==> src/design/stpw_ram.sv <==
module stpw_ram #(
	parameter int WIDTH = 8,
	parameter int DEPTH = 16,
	localparam int AW = (DEPTH > 1) ? $clog2(DEPTH) : 1
) (
	input  logic             clk,
	input  logic             we,
	input  logic [AW-1:0]    waddr,
	input  logic [WIDTH-1:0] wdata,
	input  logic             re,
	input  logic [AW-1:0]    raddr,
	output logic [WIDTH-1:0] rdata
);

	logic [WIDTH-1:0] mem_q [DEPTH];
	logic [WIDTH-1:0] rdata_q;

	always_ff @(posedge clk) begin
		if (we) begin
			mem_q[waddr] <= wdata;
		end
		if (re) begin
			rdata_q <= mem_q[raddr];
		end
	end

	assign rdata = rdata_q;

endmodule

==> config.mk <==
export PLATFORM = sky130hd
export DESIGN_NAME = stpw_ram
export DESIGN_NICKNAME = d
export VERILOG_FILES = /design/src/design/stpw_ram.sv
export SDC_FILE = /design/constraint.sdc
export NUM_CORES = 1
export LEC_CHECK = 0
export ABC_AREA = 1
export BUFFER_PORTS_ARGS = -buffer_cell sky130_fd_sc_hd__buf_2
export CORE_MARGIN = 8
export CORE_UTILIZATION = 45
export CTS_CLUSTER_DIAMETER = 60
export DETAILED_ROUTE_END_ITERATION = 8
export HOLD_SLACK_MARGIN = 0.1
export PLACE_DENSITY_LB_ADDON = 0.2
export SLEW_MARGIN = 5
export SYNTH_ARGS = -nofsm -noshare
export SYNTH_HDL_FRONTEND = slang
export SYNTH_SLANG_ARGS = --single-unit
==> constraint.sdc <==
create_clock -name clk -period 1.5 [get_ports clk]
set_clock_uncertainty 0.05 [all_clocks]
set_input_delay 0.15 -clock clk [delete_from_list [all_inputs] [get_ports clk]]
set_output_delay 0.15 -clock clk [all_outputs]
set_load 0.005 [all_outputs]
==> results_dict.tcl <==
set metrics [dict create \
    cp-end-kind "output pin" \
    finalSetupTns_ns 0 \
    drt-met1-wl_um 6180 \
    ys_ff_latch 136 \
    core_area_um2 12670 \
    syn2layout_area_growth_pct 16.22 \
    drt-pass1-iter-count 5 \
    finalWorstSetupSlack_ns 0.3163 \
    yosysMostFrequentCell "nand2_1" \
    cp_max_fo 1 \
    cts_sinks 136 \
    worst_pin_slew_ns 0.6211 \
    powerDensity_nw_per_um2 1266 \
    ys_top_cells_by_area "edfxtp_1 (70%), nand2_1 (11%), nand3_1 (8.3%)" \
    maxSlewHeadroom_pct 58.53 \
    p_leak_nw 2.942 \
    fin_crit_ns 1.184 \
    n_antenna_cell 0 \
    seq_area_frac_synth_pct 69.85 \
    crit_buf_inv 1 \
    whs_path_depth 1 \
    pre_cts_ws_ns 0.04416 \
    grt_start_max_net_pins 38 \
    htreeDepth 4 \
    cts_tree "yes" \
    place.gp.congestion 0.7815 \
    synth_ff_type "edfxtp_1" \
    cts_setup_buffers 0 \
    route.met3.wl_um 736 \
    overflow 0 \
    ys_types 11 \
    finalPower_mw 8.606 \
    antenna_found_initial 0 \
    cp.depth 1 \
    grt_usage_pct 17.56 \
    async_reset_ff_share_pct 0 \
    grt_pass1_wl_um 21580 \
    synth_commonest_cells "nand2_1 (173), edfxtp_1 (136), inv_1 (100)" \
    netlist_instances 551 \
    cpMaxStageDelayCell "edfxtp_1" \
    holdCritPathClass "input pin to flip-flop" \
    routed.top_layer "met4" \
    die_x_um 130.0 \
    ctsResizeCount 0 \
    fillers 1146 \
    dp.cells 752 \
    routed_wl_um 13530 \
    r2r_cells 6 \
    cts_root_buf "clkbuf_16" \
    stdcell_count 782 \
    critical-path-top-delay-family "flip-flops" \
    row_count 41 \
    ir_drop_mv 0.6774 \
    wl_per_cell_um 17.30 \
    max_stage_delay_ns 0.41 \
    detail-route-antenna-nets 0 \
    setup_viol 0 \
    final_core_util_pct 53.63 \
    synth_top_area_cell "edfxtp_1" \
    period_share_pct 78.91 \
    path_clk_slew_ns 0.05 \
    insertion_delay_ns 0.42 \
    path_cells "buf_2" \
    synth_area_um2 5847 \
    timing.fmax_mhz 844.8 \
    fin_nets 620 \
    rsz0062_at_grt "false" \
    drc 0 \
    synthesis.nets 570 \
    hold_violations 0 \
    required_ns 1.30 \
    start_kind "flip-flop" \
    start_util_pct 46.14 \
    die_area_um2 16900 \
    yosys.area.top_type_share_pct 69.85 \
    drt_iter0_markers 407 \
    io_pins 27 \
    drive_above_1_share_pct 12.46 \
    vias_per_cell 4.896 \
    status "finished clean" \
    synth_edf_count 136 \
    slew_viol_final 0 \
    grt_pass1_vias 3841 \
    arrival_ns 0.98 \
    die_h_um 130.0 \
    max_cap_viol_count 0 \
    post-dp-hpwl_um 8403 \
    yosysWarnings 0 \
    critPathKind "flip-flop to output pin" \
    dr_wl_met2_um 6287 \
    io_buffers 26 \
    avgSynthCellArea_um2 10.61 \
    numCtsBuffers 17 \
    vias 3829 \
    cts_max_path_buffers 2 \
]
[through the flow]
step | cell area, µm² | hold WS (ns)
after global placement | 6254 | 0.4798
after CTS | 6795 | 0.1089
after global routing | 6795 | 0.1134
final | 6795 | 0.1143
after floorplan | 5847 | 0.1989
after detailed placement | 6254 | 0.4820
[final timing paths]
kind / start / end / slack [ns]
setup / recovery: rdata[5]$_DFFE_PP_ / rdata[5] / 0.32
hold / removal: wdata[5] / mem_q[15][5]$_DFFE_PP_ / 0.11
setup reg to reg: mem_q[9][0]$_DFFE_PP_ / rdata[0]$_DFFE_PP_ / 0.33
hold reg to reg: mem_q[14][7]$_DFFE_PP_ / rdata[7]$_DFFE_PP_ / 0.70
[what timing repair did]
action | CTS | global route
endpoints found under the hold margin | 21 | 0
setup endpoints to repair | 0 | 0
hold buffers | 2 | 0
[cells in the final DEF, fill, tap and decap left out]
cell type	n
inv_2	2
buf_2	26
clkinv_1	3
nand3_1	97
nand3b_1	2
nand2_1	173
dlygate4sd3_1	2
clkinv_2	2
nor2_1	17
buf_4	25
bufinv_16	2
inv_1	100
clkbuf_16	17
clkbuf_1	4
edfxtp_1	136
buf_12	2
[state kept, by name, indices dropped and copies added, names as in the netlist]
name	count
rdata	8
mem_q	128
[power by group]
part	internal [mW]	total [mW]	switching, mW	leakage, nW
combinational	0.165	0.534	0.369	1.45
clock	2.38	3.76	1.39	0.255
sequential	4.29	4.31	0.0231	1.24
[final cells by class]
| type | instances | area (µm²) | share of cell area [%] |
|---|---|---|---|
| Sequential cell | 136 | 4084 | 60.10 |
| Multi-Input combinational cell | 289 | 1214 | 17.86 |
| Clock buffer | 21 | 440.4 | 6.481 |
| Inverter | 102 | 382.9 | 5.634 |
| Timing Repair Buffer | 55 | 377.9 | 5.561 |
| Tap cell | 172 | 215.2 | 3.167 |
| Clock inverter | 7 | 81.33 | 1.197 |
[kinds of logic (layout without fill, tap and decap cells)]
family                 count (synthesis)  after routing  synth area share, %
buffers and inverters                126            185                9.394
flip-flops                           136            136                69.85
AND/OR/NAND/NOR                      289            289                20.76
[routing by layer]
metal	up-vias	track usage, %
met4	0	7.923
li1	1879	-
met3	24	3.631
met2	127	27.17
met5	-	0
met1	1799	23.41
(Power assumes the default switching activity.)
